## config.mk

```make
export PLATFORM = sky130hd
export DESIGN_NAME = cau_cell
export DESIGN_NICKNAME = d
export VERILOG_FILES = /design/src/sv/cau_pkg.sv /design/src/sv/cau_cell.sv
export SDC_FILE = /design/constraint.sdc
export NUM_CORES = 1
export LEC_CHECK = 0
export ABC_AREA = 1
export BUFFER_PORTS_ARGS = -buffer_cell sky130_fd_sc_hd__buf_4
export CAP_MARGIN = 20
export CORE_ASPECT_RATIO = 0.6
export CORE_MARGIN = 1
export CORE_UTILIZATION = 33
export DETAILED_ROUTE_END_ITERATION = 8
export HOLD_SLACK_MARGIN = 0.02
export PLACE_DENSITY = 0.63
export SLEW_MARGIN = 10
export SYNTH_ARGS = -nofsm -noshare
export SYNTH_HDL_FRONTEND = slang
export SYNTH_SLANG_ARGS = --single-unit
```

## constraint.sdc

```tcl
create_clock -name i_clk -period 1.8 [get_ports i_clk]
set_clock_uncertainty 0.05 [all_clocks]
set_input_delay 0.09 -clock i_clk [delete_from_list [all_inputs] [get_ports i_clk]]
set_output_delay 0.09 -clock i_clk [all_outputs]
set_load 0.005 [all_outputs]
```

## src/sv/cau_pkg.sv

```systemverilog
// Shared types and constants for the complex arithmetic unit.
// Holds the request/response payloads, operation and status codes, and the pipeline tag.
// No dependencies.
package cau_pkg;

    localparam int CAU_DATA_W    = 16;
    localparam int CAU_FRAC_BITS = 8;

    typedef enum logic [2:0] {
        OP_ADD = 3'd0,
        OP_SUB = 3'd1,
        OP_MUL = 3'd2,
        OP_DIV = 3'd3,
        OP_MAG = 3'd4
    } t_op;

    typedef enum logic [1:0] {
        ST_OK   = 2'd0,
        ST_SAT  = 2'd1,
        ST_DIVZ = 2'd2
    } t_status;

    typedef struct packed {
        logic [2:0]                   operation;
        logic signed [CAU_DATA_W-1:0] left_real;
        logic signed [CAU_DATA_W-1:0] left_imag;
        logic signed [CAU_DATA_W-1:0] right_real;
        logic signed [CAU_DATA_W-1:0] right_imag;
    } t_req;

    typedef struct packed {
        logic signed [CAU_DATA_W-1:0] result_real;
        logic signed [CAU_DATA_W-1:0] result_imag;
        logic [1:0]                   status;
    } t_rsp;

    typedef struct packed {
        logic       valid;
        logic [2:0] op;
        logic       fast_sat;
        logic       div_zero;
        logic       ovf_re;
        logic       ovf_im;
        logic       neg_re;
        logic       neg_im;
    } t_tag;

endpackage

```

## src/sv/cau_cell.sv

```systemverilog
// One cell of the quotient/root chain: one restoring divide step per lane
// and one square-root digit step, registered. Depends on cau_pkg.
module cau_cell
    import cau_pkg::*;
(
    input  logic                    i_clk,
    input  logic                    i_rst_n,
    input  logic                    i_adv,
    input  t_tag                    i_tag,
    input  logic [CAU_DATA_W-1:0]   i_fast_re,
    input  logic [CAU_DATA_W-1:0]   i_fast_im,
    input  logic [2*CAU_DATA_W:0]   i_den,
    input  logic [2*CAU_DATA_W:0]   i_rem_re,
    input  logic [2*CAU_DATA_W:0]   i_rem_im,
    input  logic [CAU_DATA_W:0]     i_dvd_re,
    input  logic [CAU_DATA_W:0]     i_dvd_im,
    input  logic [CAU_DATA_W:0]     i_q_re,
    input  logic [CAU_DATA_W:0]     i_q_im,
    input  logic [2*CAU_DATA_W+1:0] i_sq,
    input  logic [CAU_DATA_W+2:0]   i_xrem,
    input  logic [CAU_DATA_W:0]     i_root,
    output t_tag                    o_tag,
    output logic [CAU_DATA_W-1:0]   o_fast_re,
    output logic [CAU_DATA_W-1:0]   o_fast_im,
    output logic [2*CAU_DATA_W:0]   o_den,
    output logic [2*CAU_DATA_W:0]   o_rem_re,
    output logic [2*CAU_DATA_W:0]   o_rem_im,
    output logic [CAU_DATA_W:0]     o_dvd_re,
    output logic [CAU_DATA_W:0]     o_dvd_im,
    output logic [CAU_DATA_W:0]     o_q_re,
    output logic [CAU_DATA_W:0]     o_q_im,
    output logic [2*CAU_DATA_W+1:0] o_sq,
    output logic [CAU_DATA_W+2:0]   o_xrem,
    output logic [CAU_DATA_W:0]     o_root
);

    localparam int W  = CAU_DATA_W;
    localparam int RW = 2 * W + 1;
    localparam int K  = W + 1;
    localparam int XW = W + 3;

    logic [RW-1:0] t_re, t_im;
    logic          ge_re, ge_im, ge_sq;
    logic [XW-1:0] st, trial;

    always_comb begin
        t_re  = {i_rem_re[RW-2:0], i_dvd_re[K-1]};
        t_im  = {i_rem_im[RW-2:0], i_dvd_im[K-1]};
        ge_re = t_re >= i_den;
        ge_im = t_im >= i_den;
        st    = {i_xrem[XW-3:0], i_sq[2*K-1:2*K-2]};
        trial = {i_root, 2'b01};
        ge_sq = st >= trial;
    end

    always_ff @(posedge i_clk) begin
        if (!i_rst_n) begin
            o_tag <= '0;
        end else if (i_adv) begin
            o_tag <= i_tag;
        end
        if (i_adv) begin
            o_fast_re <= i_fast_re;
            o_fast_im <= i_fast_im;
            o_den     <= i_den;
            o_rem_re  <= ge_re ? t_re - i_den : t_re;
            o_rem_im  <= ge_im ? t_im - i_den : t_im;
            o_dvd_re  <= {i_dvd_re[K-2:0], 1'b0};
            o_dvd_im  <= {i_dvd_im[K-2:0], 1'b0};
            o_q_re    <= {i_q_re[K-2:0], ge_re};
            o_q_im    <= {i_q_im[K-2:0], ge_im};
            o_sq      <= {i_sq[2*K-3:0], 2'b00};
            o_xrem    <= ge_sq ? st - trial : st;
            o_root    <= {i_root[K-2:0], ge_sq};
        end
    end

endmodule

```

==> flow_summary.json <==
{
  "place_ws_ns": -0.541,
  "gr-usage-all-layers_pct": 28.0,
  "die_w_um": 288,
  "worstSetupStartpointType": "input port",
  "grt-ovfl-total": 0,
  "cp_data_arrival_time_ns": 2.05,
  "report.final.slew_viol_count": 0,
  "synth_enable_flop_cells": 265,
  "synth_area_per_cell_um2": 8.45,
  "grt_start_max_net_pins": 59,
  "viasPerCell": 4.72,
  "place_congestion": 0.969,
  "nFillCells": 4189,
  "netlist-cell-type-count": 39,
  "initial_core_util_pct": 33.7,
  "cts_sinks": 275,
  "yosys.area_share.simple_pct": 28.1,
  "die_area_um2": 50100,
  "ys_warn_count": 0,
  "drt_iter0_markers": 1845,
  "fin_util_pct": 59.0,
  "regArea_um2": 8160,
  "synth_ff_type": "edfxtp_1",
  "maxSlewHeadroom_pct": 35.5,
  "clk_pin_slew_worst_paths_ns": 0.07,
  "grt_pass1_wl_um": 104000,
  "synth-adder-area-share_pct": 6.81,
  "syn_to_final_growth_pct": 75.3,
  "wire_per_inst_um": 19.7,
  "fp-row-count": 62,
  "endpoint_kind": "register",
  "drt_wl_total_um": 75000,
  "hpwl_um": 56200,
  "setup_viol": 0,
  "ioPinCount": 561,
  "syn_area_um2": 16200,
  "max-vdd-ir-drop_v": 0.000749,
  "synth_compound_area_share_pct": 3.46,
  "rsz0062_at_grt": "true",
  "worstPathRequired_ns": 2.08,
  "hold_ws_ns": 0.0320,
  "antenna_found_initial": 3,
  "post-route-drc-count": 8,
  "synth_top_family_by_area": "simple AND/OR/NAND/NOR gates",
  "cts_buffers": 29,
  "critPathMaxFanout": 16,
  "io_buffer_count": 550,
  "clock_latency_ns": 0.58,
  "cts-root-buf": "clkbuf_16",
  "drive_above_1_share_pct": 34.8,
  "power_leakage_nw": 14.1,
  "dr_total_vias": 18000,
  "multi_input_area_um2": 7130,
  "dr.pass1.iters": 8,
  "setup_slack_ns": 0.0243,
  "cap_violations": 0,
  "grt_pass1_vias": 17000,
  "hold_viol_final": 0,
  "critPathKind": "in2reg",
  "synthesis.instances": 1920,
  "synth_commonest_cells": "677 x nand2_1, 317 x inv_1, 265 x edfxtp_1",
  "core-area_um2": 48200,
  "cts_tree": "done",
  "async_flop_share_pct": 0,
  "synth-seq-cells": 275,
  "power_density_nw_per_um2": 736,
  "ant_nets": 0,
  "synth_top_area_share_pct": 49.1,
  "status": "complete, but fails checks",
  "yosys.area.top_type": "edfxtp_1",
  "yosysMostFrequentCell": "nand2_1",
  "fin_crit_ns": 1.78,
  "hp-class": "in2reg",
  "synthMuxAreaShare_pct": 0,
  "cts.path.max_buffers": 3,
  "synthXorXnorAreaFrac_pct": 2.16,
  "tightest_slew_ns": 0.964,
  "power_w": 0.0209,
  "fin_crit_sh_pct": 98.7,
  "die-height_um": 174,
  "ys_seq_area_share_pct": 50.3,
  "violations": "DRC",
  "synthTopCellsByArea": "edfxtp_1 49%, nand2_1 16%, inv_1 7.3%",
  "htreeDepth": 1,
  "fin_setup_tns_ns": 0,
  "fin_nets": 3512,
  "fmax_mhz": 563
}
## cells in the final DEF, fill, tap and decap left out, types with 6 or more instances in the layout
cell / Yosys / routed
nand3_1: 125 / 124
xnor2_1: 7 / 7
nor2_2: 5 / 14
nor2_1: 125 / 116
ha_1: 85 / 49
and2_1: 14 / 14
inv_2: 22 / 21
dlygate4sd3_1: 0 / 295
buf_6: 4 / 6
nand2_1: 677 / 671
nand3_2: 27 / 28
a21oi_1: 60 / 60
nand2_2: 8 / 14
o21ai_1: 11 / 10
edfxtp_1: 265 / 265
inv_1: 317 / 311
dfxtp_1: 10 / 10
nand3b_1: 23 / 23
buf_12: 1 / 15
clkinvlp_4: 0 / 8
buf_4: 6 / 890
xor2_1: 33 / 33
o21bai_1: 7 / 7
clkbuf_16: 0 / 32
o21ai_0: 20 / 20
nor3_1: 17 / 17
nand4_1: 9 / 9
ha_4: 0 / 32
## through the flow
stage | cell area, um2 | instances
5_1_grt | 28400 | 3807
4_1_cts | 27600 | 3782
2_1_floorplan | 16200 | 1923
3_3_place_gp | 23700 | 3435
3_5_place_dp | 23700 | 3435
6_report | 28400 | 3807
## sequential cells by signal, indices dropped and copies added (netlist names)
register and cells:
o_den 33, o_rem_im 33, o_rem_re 33, o_sq 32, o_xrem 19, o_q_im 17
o_q_re 17, o_root 17, o_dvd_im 16, o_dvd_re 16, o_fast_im 16, o_fast_re 16
o_tag 10
## critical path, stage by stage
cell,delay [ns]
buf_4,0.10
clkinvlp_4,0.20
ha_4,0.36
nand2_1,0.08
nor2_2,0.12
nand2_2,0.11
nor3_4,0.24
nand2_1,0.11
nand2_2,0.10
nor2_4,0.06
buf_6,0.16
buf_12,0.16
nand3_1,0.07
nand2_1,0.06
## routing by layer
layer / GRT usage [%] / vias up / share of wire, %
met5: 0 / - / 0.045
met2: 40.3 / 817 / 42
met4: 5.53 / 4 / 2.5
met1: 41.4 / 8437 / 45
li1: - / 8594 / -
met3: 7.74 / 103 / 10
## cells by family (layout without fill, tap and decap cells)
kind of cell | Yosys count | count (layout)
and+or+nand+nor | 1046 | 1050
AOI/OAI and AO/OA | 105 | 105
buffers and inverters | 366 | 1605
other | 1 | 5
xor gates and xnor gates | 40 | 40
DFF | 275 | 275
adders and majority gates | 87 | 87
## where the power goes
group          total (W)  switching (W)  internal [W]  leakage (nW)
logic            0.00679        0.00335       0.00344          11.0
clock network    0.00610        0.00275       0.00334         0.454
registers        0.00804       0.000255       0.00779          2.67
## final cells by class
cell class,count,share of cell area (%)
tap,640,2.82
inverter,340,4.59
timing repair buffer,1211,35.5
clock inverter,18,0.559
multi-input combinational,1286,25.1
antenna,1,0.00880
clock buffer,36,2.72
sequential,275,28.7
## worst paths after layout
check / startpoint / end / slack, ns / cells after the start
hold reg to reg: o_tag[7]$_SDFFE_PN0P_ / o_tag[7]$_SDFFE_PN0P_ / 1.03 / 3
setup / recovery: i_den[24] / o_rem_im[15]$_DFFE_PP_ / 0.02 / 14
setup reg to reg: o_tag[2]$_SDFFE_PN0P_ / o_tag[2]$_SDFFE_PN0P_ / 0.43 / 3
hold / removal: i_adv / o_q_re[12]$_DFFE_PP_ / 0.03 / 3
## timing repair
item                                   CTS  global route
setup endpoints to repair                0            94
buffers inserted                         0            13
resized for setup                        0            80
hold buffers                           293             4
endpoints found under the hold margin  312            59
Note: power is estimated with default switching activity, not from simulation.
