$ cat src/sv/cau_pkg.sv
// Shared types and constants for the complex arithmetic unit.
// Holds the request/response payloads, operation and status codes, and the pipeline tag.
// No dependencies.
package cau_pkg;

    localparam int CAU_DATA_W    = 16;
    localparam int CAU_FRAC_BITS = 8;

    typedef enum logic [2:0] {
        OP_ADD = 3'd0,
        OP_SUB = 3'd1,
        OP_MUL = 3'd2,
        OP_DIV = 3'd3,
        OP_MAG = 3'd4
    } t_op;

    typedef enum logic [1:0] {
        ST_OK   = 2'd0,
        ST_SAT  = 2'd1,
        ST_DIVZ = 2'd2
    } t_status;

    typedef struct packed {
        logic [2:0]                   operation;
        logic signed [CAU_DATA_W-1:0] left_real;
        logic signed [CAU_DATA_W-1:0] left_imag;
        logic signed [CAU_DATA_W-1:0] right_real;
        logic signed [CAU_DATA_W-1:0] right_imag;
    } t_req;

    typedef struct packed {
        logic signed [CAU_DATA_W-1:0] result_real;
        logic signed [CAU_DATA_W-1:0] result_imag;
        logic [1:0]                   status;
    } t_rsp;

    typedef struct packed {
        logic       valid;
        logic [2:0] op;
        logic       fast_sat;
        logic       div_zero;
        logic       ovf_re;
        logic       ovf_im;
        logic       neg_re;
        logic       neg_im;
    } t_tag;

endpackage

$ cat src/sv/cau_back.sv
// Back end of the complex arithmetic unit: quotient and root rounding,
// saturation, result selection and the output register. Depends on cau_pkg.
module cau_back
    import cau_pkg::*;
(
    input  logic                  i_clk,
    input  logic                  i_rst_n,
    input  logic                  i_adv,
    input  t_tag                  i_tag,
    input  logic [CAU_DATA_W-1:0] i_fast_re,
    input  logic [CAU_DATA_W-1:0] i_fast_im,
    input  logic [CAU_DATA_W:0]   i_q_re,
    input  logic [CAU_DATA_W:0]   i_q_im,
    input  logic [CAU_DATA_W+2:0] i_xrem,
    input  logic [CAU_DATA_W:0]   i_root,
    output logic                  o_valid,
    output t_rsp                  o_rsp
);

    localparam int W  = CAU_DATA_W;
    localparam int K  = W + 1;
    localparam int XW = W + 3;

    function automatic logic [W:0] f_sat(input logic neg, input logic [K:0] mag);
        logic [K:0] lim;
        logic [K:0] neg_mag;
        logic [W:0] res;
        lim     = (K+1)'(1) << (W - 1);
        neg_mag = '0 - mag;
        if (neg) begin
            if (mag > lim) res = {1'b1, 1'b1, {(W-1){1'b0}}};
            else           res = {1'b0, neg_mag[W-1:0]};
        end else begin
            if (mag > lim - (K+1)'(1)) res = {1'b1, 1'b0, {(W-1){1'b1}}};
            else                       res = {1'b0, mag[W-1:0]};
        end
        return res;
    endfunction

    logic [K-1:0] qf_re, qf_im;
    logic [K:0]   fin_re, fin_im, rt;
    logic [W:0]   ds_re, ds_im, ms;
    t_rsp         n_rsp;

    always_comb begin
        qf_re  = i_tag.ovf_re ? '1 : i_q_re;
        qf_im  = i_tag.ovf_im ? '1 : i_q_im;
        fin_re = ({1'b0, qf_re} + (K+1)'(1)) >> 1;
        fin_im = ({1'b0, qf_im} + (K+1)'(1)) >> 1;
        ds_re  = f_sat(i_tag.neg_re && (fin_re != '0), fin_re);
        ds_im  = f_sat(i_tag.neg_im && (fin_im != '0), fin_im);
        rt     = {1'b0, i_root} + (K+1)'(i_xrem > XW'(i_root));
        ms     = f_sat(1'b0, rt);
        n_rsp  = '0;
        unique case (t_op'(i_tag.op))
            OP_ADD, OP_SUB, OP_MUL: begin
                n_rsp.result_real = i_fast_re;
                n_rsp.result_imag = i_fast_im;
                n_rsp.status      = i_tag.fast_sat ? ST_SAT : ST_OK;
            end
            OP_DIV: begin
                if (i_tag.div_zero) begin
                    n_rsp.status = ST_DIVZ;
                end else begin
                    n_rsp.result_real = ds_re[W-1:0];
                    n_rsp.result_imag = ds_im[W-1:0];
                    n_rsp.status      = (ds_re[W] | ds_im[W]) ? ST_SAT : ST_OK;
                end
            end
            OP_MAG: begin
                n_rsp.result_real = ms[W-1:0];
                n_rsp.status      = ms[W] ? ST_SAT : ST_OK;
            end
            default: begin
                n_rsp = '0;
            end
        endcase
    end

    always_ff @(posedge i_clk) begin
        if (!i_rst_n) begin
            o_valid <= 1'b0;
        end else if (i_adv) begin
            o_valid <= i_tag.valid;
        end
        if (i_adv) begin
            o_rsp <= n_rsp;
        end
    end

endmodule

$ cat config.mk
export PLATFORM = sky130hd
export DESIGN_NAME = cau_back
export DESIGN_NICKNAME = d
export VERILOG_FILES = /design/src/sv/cau_pkg.sv /design/src/sv/cau_back.sv
export SDC_FILE = /design/constraint.sdc
export NUM_CORES = 1
export LEC_CHECK = 0
export ABC_AREA = 1
export BUFFER_PORTS_ARGS = -buffer_cell sky130_fd_sc_hd__buf_4
export CAP_MARGIN = 25
export CORE_MARGIN = 5
export CORE_UTILIZATION = 45
export DETAILED_ROUTE_END_ITERATION = 8
export PLACE_DENSITY = 0.74
export SYNTH_ARGS = -nofsm -noshare
export SYNTH_HDL_FRONTEND = slang
export SYNTH_SLANG_ARGS = --single-unit
export TNS_END_PERCENT = 10
$ cat constraint.sdc
create_clock -name i_clk -period 3.15 [get_ports i_clk]
set_clock_uncertainty 0.1 [all_clocks]
set_input_delay 0.1575 -clock i_clk [delete_from_list [all_inputs] [get_ports i_clk]]
set_output_delay 0.1575 -clock i_clk [all_outputs]
set_load 0.02 [all_outputs]
==> qor.yml, run 1 <==
sta:
  setup_slack_ns: -0.135
  setup_viol: 16
  relSlewSlack_pct: 59.2
  slew_violations: 0
  hold_viol_final: 0
  rsz0062_at_grt: "true"
  whs_ns: 0.0283
  timing.final.crit_share_pct: 104
  worst_slew_pin_slew_ns: 0.611
  period_needed_ns: 3.29
  fmax_mhz: 304
  fin_tns_setup_ns: -1.70
floorplanning:
  start_util_pct: 45.4
  die_w_um: 117
  ios: 150
  core-area_sq_um: 11300
  row_count: 39
  fp.dieH_um: 117
  die_area_sq_um: 13700
global_routing:
  grt_max_degree: 37
  antenna_found_initial: 0
  grt_use_total_pct: 22.5
  grt_pass1_vias: 5799
  grt_pass1_wl_um: 25200
  grt_remaining_overflow: 0
clocking:
  clk_root_buffer_cell: "clkbuf_16"
  cts.sinks: 35
  cts_buffer_depth: 2
  insertion_delay_ns: 0.28
  numCtsBuffers: 5
  cts_tree: "yes"
  clk_pin_slew_ns: 0.06
  cts_max_level: 2
cells_and_area:
  layout.nets: 1242
  stdcell_count: 1246
  final_cell_mix: "nand2_1 (312), buf_4 (197), nor2_1 (158)"
  fillers: 1155
  register_area_sq_um: 1040
  drive_gt1_share_pct: 25.2
  layout_commonest_cell: "nand2_1"
  area_growth_pct: 38.3
  multi_input_area_sq_um: 3820
  n_antenna_cell: 0
worst_setup_path:
  cp_max_fo: 8
  cp-end-kind: "flop"
  critical_path_required_ns: 3.08
  r2r-start: "o_valid"
  worstSetupPathType: "input port to flop"
  rr_endpoint: "o_valid"
  critPathArrivalTime_ns: 3.21
  reg2regPathDepth: 2
  rrSetupSlack_ns: 2.40
  setup.worst_path.start_class: "input port"
detailed_routing:
  drc_errors: 0
  via_count: 6399
  vias_per_cell: 5.14
  drtIter0Drc: 436
  post_drt_wl_per_cell_um: 13.5
  antenna_left: 0
  wirelength_um: 16800
  drt_first_pass_iters: 5
job:
  max_cap_viol_count: 0
synth:
  synth_fp_nets: 1045
  async_flop_share_pct: 0
  synthFlopType: "edfxtp_1"
  syn_avg_cell_area_sq_um: 5.69
  ys_warn_count: 0
  synthCells: 905
  ys_ff_latch: 35
  synth_edf_count: 34
  syn_area_sq_um: 5140
  seq_area_frac_synth_pct: 20.2
  yosys.cell_types.count: 34
placement:
  portBuffers: 149
  globalplace.congestion: 0.901
  dp.cells: 1234
  dpl.hpwl_um: 13600
hold_path:
  hold_start: "i_tag[9]"
  hold_path.class: "input port to flop"
  worstHoldEndpoint: "o_valid"
  holdPathStages: 3
run_status:
  violations: "negative setup slack"
  status: "finished, violations left"
power:
  irDropWorstVdd_uv: 329
  power_mw: 2.03
  p_per_area_nw_per_um2: 286
  p_leak_nw: 3.56
[final cells by class]
class	count	area share, %
multi-input combinational	760	53.6
timing repair buffer	201	21.5
sequential	35	14.6
inverter	99	5.36
tap	143	2.51
clock buffer	5	1.76
clock inverter	3	0.616
[Yosys cell counts, types with 2 or more instances]
library cell | instances | share of area, %
nand2_1 | 315 | 23
nor2_1 | 168 | 12
inv_1 | 97 | 7.1
nand3_1 | 93 | 9.0
edfxtp_1 | 34 | 20
o21ai_0 | 31 | 3.0
a21oi_1 | 26 | 2.5
ha_1 | 25 | 6.1
xor2_1 | 24 | 4.1
nor2_2 | 15 | 1.8
nor3_1 | 10 | 0.97
nand4_1 | 9 | 1.1
nor2_4 | 8 | 1.8
o21bai_1 | 7 | 1.0
nand3b_1 | 5 | 0.73
nand2_2 | 4 | 0.49
o31ai_1 | 4 | 0.58
buf_2 | 3 | 0.29
buf_4 | 3 | 0.44
buf_6 | 3 | 0.66
clkbuf_1 | 3 | 0.22
nand3_2 | 3 | 0.58
a31oi_1 | 2 | 0.24
inv_2 | 2 | 0.15
xnor2_1 | 2 | 0.34
[worst max-delay path, stage by stage]
cell,delay [ns]
buf_4,0.12
ha_4,0.28
a21oi_2,0.06
o21ai_2,0.14
a21oi_2,0.05
o31ai_2,0.21
a21oi_1,0.09
o211ai_1,0.17
nand2_1,0.10
inv_2,0.10
ha_1,0.17
nand4_1,0.17
nor2_2,0.16
nand2_1,0.10
nor2_2,0.10
inv_1,0.06
nor3_2,0.13
nand3_1,0.11
xor2_1,0.16
nor2_2,0.22
nor2_4,0.12
nor2_1,0.13
nand2_1,0.07
[layer usage]
| metal | part of all wire, % | GRT usage [%] |
|---|---|---|
| met1 | 39 | 26.2 |
| met4 | 3.9 | 6.80 |
| met5 | 0 | 0 |
| met2 | 51 | 42.7 |
| met3 | 5.3 | 2.52 |
[report_power, final]
group          switching, mW  internal, mW
registers             0.0149         0.562
logic                  0.518         0.365
clock network          0.201         0.373
[sequential cells by signal, indices dropped and copies added (netlist names)]
| signal | count |
|---|---|
| o_valid | 1 |
| o_rsp | 34 |
[metrics by stage]
step	util (%)	setup slack (ns)	instance area [sq um]
finish	62.8	-0.135	7110
CTS	61.1	-0.0580	6920
floorplan	-	-0.0809	5160
global placement	59.6	-0.379	6740
global route	62.8	-0.397	7110
detailed placement	59.6	-0.502	6740
[worst max-delay path by stage]
stage | slack (ns) | cells past startpoint | startpoint | end
2_1_floorplan | -0.08 | 25 | i_root[6] | o_rsp[29]
3_3_place_gp | -0.38 | 25 | i_root[2] | o_rsp[20]
3_5_place_dp | -0.50 | 25 | i_root[2] | o_rsp[29]
4_1_cts | -0.06 | 25 | i_root[2] | o_rsp[29]
5_1_grt | -0.40 | 23 | i_xrem[4] | o_rsp[19]
6_report | -0.14 | 23 | i_xrem[4] | o_rsp[29]
[what timing repair did]
action / in CTS / in global routing
hold buffers: 0 / 0
endpoints found under the hold margin: 0 / 0
endpoints found under the setup margin: 16 / 16
gates resized for setup: 1 / 43
pin swaps: 2 / 23
setup buffers: 0 / 3
cloned: 0 / 1
[cells by family (layout without fill, tap and decap cells)]
family / Yosys count / after routing / share of synthesized area [%]
and+or+nand+nor: 632 / 633 / 52.0
adders and majority gates: 25 / 25 / 6.08
buffers and inverters: 111 / 308 / 8.83
xor gates and xnor gates: 26 / 26 / 4.43
DFF: 35 / 35 / 20.2
AOI/OAI and AO/OA: 76 / 76 / 8.46
(Power assumes the default switching activity.)
==> run 2, diff against run 1 <==
CORE_UTILIZATION = 28   (was 45)
PLACE_DENSITY = default   (was 0.74)
clock period = 3.7 ns   (was 3.15 ns; I/O delays follow)
==> run 2 against run 1 <==
Against the previous run:
- the run now ends clean
- via count decreased by 4.6%
- die area increased by 55%
- sequential share of layout area increased by 0.43 points
- critical endpoint is now o_rsp[20]
- largest power group unchanged
- highest routed layer unchanged
==> qor.yml, run 2 (synthesis gave the netlist of run 1 again) <==
placement:
  portBuffers: 149  # unchanged
  globalplace.congestion: 0.888  # was 0.901
  dpl.hpwl_um: 14700  # was 13,600 um
  dpl_worst_slack_ns: -0.357  # was -0.502 ns
sta:
  period_needed_ns: 3.29
  timing.final.crit_share_pct: 89.0
  relSlewSlack_pct: 68.0  # was 59.2%
  worst_slew_pin_slew_ns: 0.480  # was 0.611 ns
  hold_viol_final: 0  # unchanged
  setup_slack_ns: 0.409  # was -0.135 ns
  fmax_mhz: 304
  slew_violations: 0  # unchanged
  setup_viol: 0  # was 16
power:
  irDropWorstVdd_uv: 181  # was 329 uV
  p_int_mw: 1.01  # was 1.30 mW
  power_mw: 1.59  # was 2.03 mW
  p_seq_share_pct: 30.9  # was 28.4%
  p_leak_nw: 3.46  # was 3.56 nW
  p_per_area_nw_per_um2: 230  # was 286 nW/um^2
  clockPowerShare_pct: 24.6  # was 28.2%
  sw_frac_of_total_pct: 36.7  # was 36.0%
  net-switching-power_mw: 0.583  # was 0.733 mW
  p_comb_share_pct: 44.5  # was 43.4%
floorplanning:
  fp.dieH_um: 146  # was 117 um
  die_w_um: 146  # was 117 um
  row_count: 49  # was 39
  ios: 150  # unchanged
  start_util_pct: 28.5  # was 45.4%
  die_area_sq_um: 21200  # was 13,700 sq um
  core-area_sq_um: 18000  # was 11,300 sq um
detailed_routing:
  wirelength_um: 17300  # was 16,800 um
  drtIter0Drc: 338  # was 436
  via_count: 6107  # was 6,399
  drt_first_pass_iters: 5  # unchanged
  vias_per_cell: 4.65  # was 5.14
  drc_errors: 0  # unchanged
  post_drt_wl_per_cell_um: 13.1  # was 13.5 um
  antenna_left: 0  # unchanged
clocking:
  cts.sinks: 35  # unchanged
  clk_pin_slew_ns: 0.05  # was 0.06 ns
  cts_max_level: 2  # unchanged
  insertion_delay_ns: 0.27  # was 0.28 ns
  cts_buffer_depth: 2  # unchanged
  numCtsBuffers: 5  # unchanged
  ctsHoldBuffers: 0  # unchanged
  clk_root_buffer_cell: "clkbuf_16"  # unchanged
  cts_tree: "yes"  # unchanged
job:
  max_cap_viol_count: 0  # unchanged
worst_setup_path:
  cp_common_cell: "nand2_1"
  critPathSlowestCell: "ha_1"  # was ha_4
  setup.worst_path.start_class: "input port"  # unchanged
  cpPeakStageDelay_ns: 0.28  # about the same
  critical_path_required_ns: 3.62  # was 3.08 ns
  critPathArrivalTime_ns: 3.21  # about the same
  cp_max_fo: 16  # was 8
  cp-end-kind: "flop"  # unchanged
  worstSetupPathType: "input port to flop"  # unchanged
cells_and_area:
  max_flop_register: "o_rsp"  # unchanged
  layout_commonest_cell: "nand2_1"  # unchanged
  drive_gt1_share_pct: 21.3  # was 25.2%
  area_growth_pct: 34.3  # was 38.3%
  largest_reg_flops: 34  # unchanged
  layout.nets: 1224  # was 1,242
  final_cell_mix: "nand2_1 (315), buf_4 (182), nor2_1 (162)"  # was nand2_1 (312), buf_4 (197), nor2_1 (158)
  reg.largest.list: "o_rsp: 34 flops, o_valid: 1 flops"  # unchanged
  n_antenna_cell: 0  # unchanged
global_routing:
  grt_pass1_wl_um: 28400  # was 25,200 um
  antenna_found_initial: 0  # unchanged
  grt_max_degree: 37  # unchanged
  grt_remaining_overflow: 0  # unchanged
  grt_pass1_vias: 5883  # was 5,799
  grt_use_total_pct: 15.9  # was 22.5%
run_status:
  status: "completed"  # was finished, violations left
hold_path:
  hold_path.class: "input port to flop"  # unchanged
-- run 2: what timing repair did --
action | in CTS | in global routing
gates resized for setup | 1 | 7
pin swaps | 0 | 2
endpoints found under the setup margin | 16 | 16
buffers inserted | 0 | 1
-- run 2: layer usage --
layer	global-route usage [%]	part of all wire [%]	wire (um)
met1	19.2	43	7380
met4	1.77	0.82	142
met3	2.58	4.4	766
met2	30.3	52	8970
met5	0	0	0
-- run 2: worst max-delay path: cells and delay by family --
family | cells | cell delay, ns
AND/OR/NAND/NOR | 11 | 1.11
AO/OA/AOI/OAI | 7 | 0.91
adder cells (fa/ha/maj) | 2 | 0.45
buffers and inverters | 5 | 0.42
XOR/XNOR | 1 | 0.13
-- run 2: final timing paths --
| check | slack, ns | depth (start not counted) | endpoint | from |
|---|---|---|---|---|
| hold reg to reg | 0.45 | 2 | o_valid | o_valid |
| setup reg to reg | 2.95 | 2 | o_valid | o_valid |
| setup / recovery | 0.41 | 26 | o_rsp[20] | i_root[6] |
| hold / removal | 0.06 | 3 | o_valid | i_tag[9] |
-- run 2: cell type report --
| class | count | area [sq um] |
|---|---|---|
| flip-flops and latches | 35 | 1040 |
| multi-input cells | 759 | 3670 |
| fillers | 2026 | 11100 |
| inverters | 99 | 372 |
| clock inverters | 2 | 8.76 |
| well taps | 229 | 287 |
| clock buffers | 5 | 125 |
| repair buffers | 184 | 1400 |
-- run 2: metrics by stage --
stage	utilization, %	cells	area (sq um)	hold WS, ns	setup TNS (ns)
final	38.3	1313	6910	0.0626	0
after global placement	37.3	1304	6720	0.335	-2.97
after global routing	38.3	1313	6910	0.0597	-0.0698
after detailed placement	37.3	1304	6720	0.355	-5.33
after CTS	38.0	1311	6850	0.0559	0
after floorplan	-	905	5140	0.178	0
-- run 2: power groups by stage --
stage | registers, mW | clock network (mW) | logic, mW
2_1_floorplan | 0.545 | 0 | 0.369
6_report | 0.491 | 0.391 | 0.707
3_3_place_gp | 0.498 | 0 | 0.698
4_1_cts | 0.491 | 0.405 | 0.705
3_5_place_dp | 0.498 | 0 | 0.703
5_1_grt | 0.494 | 0.421 | 0.795
==> run 3, diff against run 2 <==
ABC_AREA = default   (was 1)
==> run 3 against run 2 <==
Against the previous run:
- synthesized area down 9.0%
- design area is 8.0% lower
- total power fell by 4.4%
- critical endpoint is now o_rsp[32]
==> qor.yml, run 3 <==
hold_path:
  hold_start: "i_rst_n"  # was i_tag[9]
  hold_path.class: "input port to flop"  # unchanged
  worstHoldEndpoint: "o_valid"  # unchanged
  holdPathStages: 2  # was 3
worst_setup_path:
  worstSetupPathType: "input port to flop"  # unchanged
  cp_common_cell: "o21a_1"  # was nand2_1
  r2r-start: "o_valid"  # unchanged
  critPathSlowestCell: "ha_1"  # unchanged
  rr_endpoint: "o_valid"  # unchanged
  cp_max_fo: 6  # was 16
  crit_chain: "buf_4, ha_1, nor2b_1, o21a_1, o21a_1, o21a_1, o21a_1, o21ai_0, a21oi_1, o21bai_1, a21oi_2, ha_2, nand3_1, or3_4, nor3_4, or2_2, a21oi_2, nor2_2, a221oi_1, o21ai_0"
  reg2regPathDepth: 2  # unchanged
  cpPeakStageDelay_ns: 0.29  # was 0.28 ns
  critPathArrivalTime_ns: 3.33  # was 3.21 ns
  rrSetupSlack_ns: 3.01  # was 2.95 ns
  cp-end-kind: "flop"  # unchanged
  setup.worst_path.start_class: "input port"  # unchanged
  critical_path_required_ns: 3.61  # was 3.62 ns
cells_and_area:
  area_growth_pct: 35.9  # was 34.3%
  finalInstanceArea_sq_um: 6360  # was 6910 sq um
  drive_gt1_share_pct: 31.3  # was 21.3%
  n_antenna_cell: 0  # unchanged
  layout_commonest_cell: "buf_4"  # was nand2_1
  largest_reg_flops: 34  # unchanged
  max_flop_register: "o_rsp"  # unchanged
  layout.nets: 896  # was 1,224
  final_cell_mix: "buf_4 (181), nand2_1 (52), a21oi_1 (44)"  # was nand2_1 (315), buf_4 (182), nor2_1 (162)
  reg.largest.list: "o_rsp: 34 flops, o_valid: 1 flops"  # unchanged
clocking:
  clk_pin_slew_ns: 0.05  # about the same
  insertion_delay_ns: 0.27  # about the same
  clk_root_buffer_cell: "clkbuf_16"  # unchanged
  cts.sinks: 35  # unchanged
  cts_setup_buffers: 0  # unchanged
  ctsHoldBuffers: 0  # unchanged
  cts-resized-gates: 0  # was 1
  numCtsBuffers: 5  # unchanged
  cts_tree: "yes"  # unchanged
  cts_buffer_depth: 2  # unchanged
  cts_max_level: 2  # unchanged
synth:
  synth_most_common_cell: "nand2_1"  # unchanged
  yosys.cell_types.count: 78  # was 34
  async_flop_share_pct: 0  # unchanged
  synth_edf_count: 34  # unchanged
  syn_area_sq_um: 4680  # was 5140 sq um
  synthFlopType: "edfxtp_1"  # unchanged
  ys_warn_count: 0  # unchanged
  synthCells: 597  # was 905
  syn_avg_cell_area_sq_um: 7.84  # was 5.69 sq um
  synth_top_area_share_pct: 21.8  # was 23.0%
  seq_area_frac_synth_pct: 22.2  # was 20.2%
  yosys.area.top_type: "edfxtp_1"  # was nand2_1
  ys_ff_latch: 35  # unchanged
  netlist_top_cells_count: "nand2_1 (53), a21oi_1 (47), nor2_1 (43)"  # was nand2_1 (315), nor2_1 (168), inv_1 (97)
  synth_fp_nets: 737  # was 1,045
  synth_area_leaders: "edfxtp_1 (22%), ha_1 (6.7%), a21oi_1 (5.0%), nand2_1 (4.3%), xnor2_1 (4.1%)"  # was nand2_1 (23%), edfxtp_1 (20%), nor2_1 (12%), nand3_1 (9.0%), inv_1 (7.1%)
floorplanning:
  ios: 150  # unchanged
  core-area_sq_um: 16500  # was 18,000 sq um
  start_util_pct: 28.4  # was 28.5%
  row_count: 47  # was 49
  die_w_um: 139  # was 146 um
  fp.dieH_um: 139  # was 146 um
  die_area_sq_um: 19400  # was 21,200 sq um
power:
  irDropWorstVdd_uv: 193  # was 181 uV
  power_mw: 1.52  # was 1.59 mW
  p_leak_nw: 2.57  # was 3.46 nW
  p_per_area_nw_per_um2: 239  # was 230 nW/um^2
sta:
  fmax_mhz: 292  # was 304 MHz
  slew_violations: 0  # unchanged
  setup_viol: 0  # unchanged
  rsz0062_at_grt: "true"
  hold_viol_final: 0  # unchanged
  period_needed_ns: 3.42  # was 3.29 ns
  timing.final.crit_share_pct: 92.4  # was 89.0%
  fin_tns_setup_ns: 0  # unchanged
  worst_slew_pin_slew_ns: 0.679  # was 0.480 ns
  relSlewSlack_pct: 54.3  # was 68.0%
global_routing:
  top_usage_layer: "met2"  # unchanged
  grt_pass1_wl_um: 26300  # was 28,400 um
  met3_usage_pct: 3.50  # was 2.58%
  use_met1_pct: 22.2  # was 19.2%
  grt_pass1_vias: 5014  # was 5,883
  grt_max_degree: 36  # was 37
  antenna_found_initial: 0  # unchanged
  met2_usage_pct: 27.4  # was 30.3%
  grt_use_total_pct: 16.3  # was 15.9%
  grt_remaining_overflow: 0  # unchanged
job:
  max_cap_viol_count: 0  # unchanged
detailed_routing:
  drt_first_pass_iters: 5  # unchanged
  vias_per_cell: 5.32  # was 4.65
  wirelength_um: 16300  # was 17,300 um
  drtIter0Drc: 375  # was 338
  drc_errors: 0  # unchanged
  antenna_left: 0  # unchanged
  via_count: 5194  # was 6,107
  post_drt_wl_per_cell_um: 16.7  # was 13.1 um
run_status:
  status: "completed"  # unchanged
placement:
  globalplace.congestion: 0.880  # was 0.888
  dpl_cell_area_sq_um: 6180  # was 6720 sq um
  dpl.hpwl_um: 13400  # was 14,700 um
  portBuffers: 149  # unchanged
==> run 3: metal layers <==
layer  wire length (um)  share of wire (%)  vias up
li1                   -                  -     2598
met1               7260                 45     2404
met2               7680                 47      178
met3               1210                7.4       14
met4                153               0.94        0
met5                  0                  0        -
==> run 3: kinds of logic (layout without fill, tap and decap cells) <==
group                    after synthesis  count (layout)  synth area share, %
XOR/XNOR                              26              26                 4.87
adder cells (fa/ha/maj)               25              25                 6.68
flip-flops                            35              35                 22.2
multiplexers                          13              13                 3.02
AO/OA/AOI/OAI                        179             179                 26.7
AND/OR/NAND/NOR                      259             259                 30.6
buffers and inverters                 60             220                 5.83
==> run 3: cell type report <==
class,instances,area [sq um]
flip-flops and latches,35,1040
fillers,1764,10100
well taps,220,275
repair buffers,182,1370
inverters,30,113
multi-input cells,502,3420
clock buffers,6,129
clock inverters,2,7.51
==> run 3: stage by stage <==
| stage | setup WS (ns) | hold WS [ns] | utilization [%] | std cells |
|---|---|---|---|---|
| global placement | 0.0158 | 0.317 | 37.5 | 969 |
| floorplan | 0.0133 | 0.197 | - | 597 |
| detailed placement | -0.127 | 0.315 | 37.5 | 969 |
| finish | 0.280 | 0.0378 | 38.6 | 977 |
| global route | -0.0122 | 0.0692 | 38.6 | 977 |
| CTS | 0.132 | 0.0328 | 38.3 | 977 |
==> run 3: how the worst max path moves through the flow <==
stage / from / endpoint / slack (ns) / cells past startpoint
final: i_xrem[1] / o_rsp[32] / 0.28 / 20
after global routing: i_root[1] / o_rsp[24] / -0.01 / 22
after CTS: i_root[1] / o_rsp[29] / 0.13 / 21
after detailed placement: i_root[1] / o_rsp[29] / -0.13 / 21
after global placement: i_root[1] / o_rsp[27] / 0.02 / 22
after floorplan: i_root[1] / o_rsp[22] / 0.01 / 21
==> run 3: report_power, final <==
part           internal [mW]  switching (mW)
Clock                  0.245           0.151
Sequential             0.479          0.0167
Combinational          0.284           0.343
==> run 3: worst max-delay path, delay by kind of cell <==
kind | cells | cell delay, ns
AO/OA/AOI/OAI | 11 | 1.74
adder cells (fa/ha/maj) | 2 | 0.48
buffers and inverters | 1 | 0.11
AND/OR/NAND/NOR | 6 | 0.81
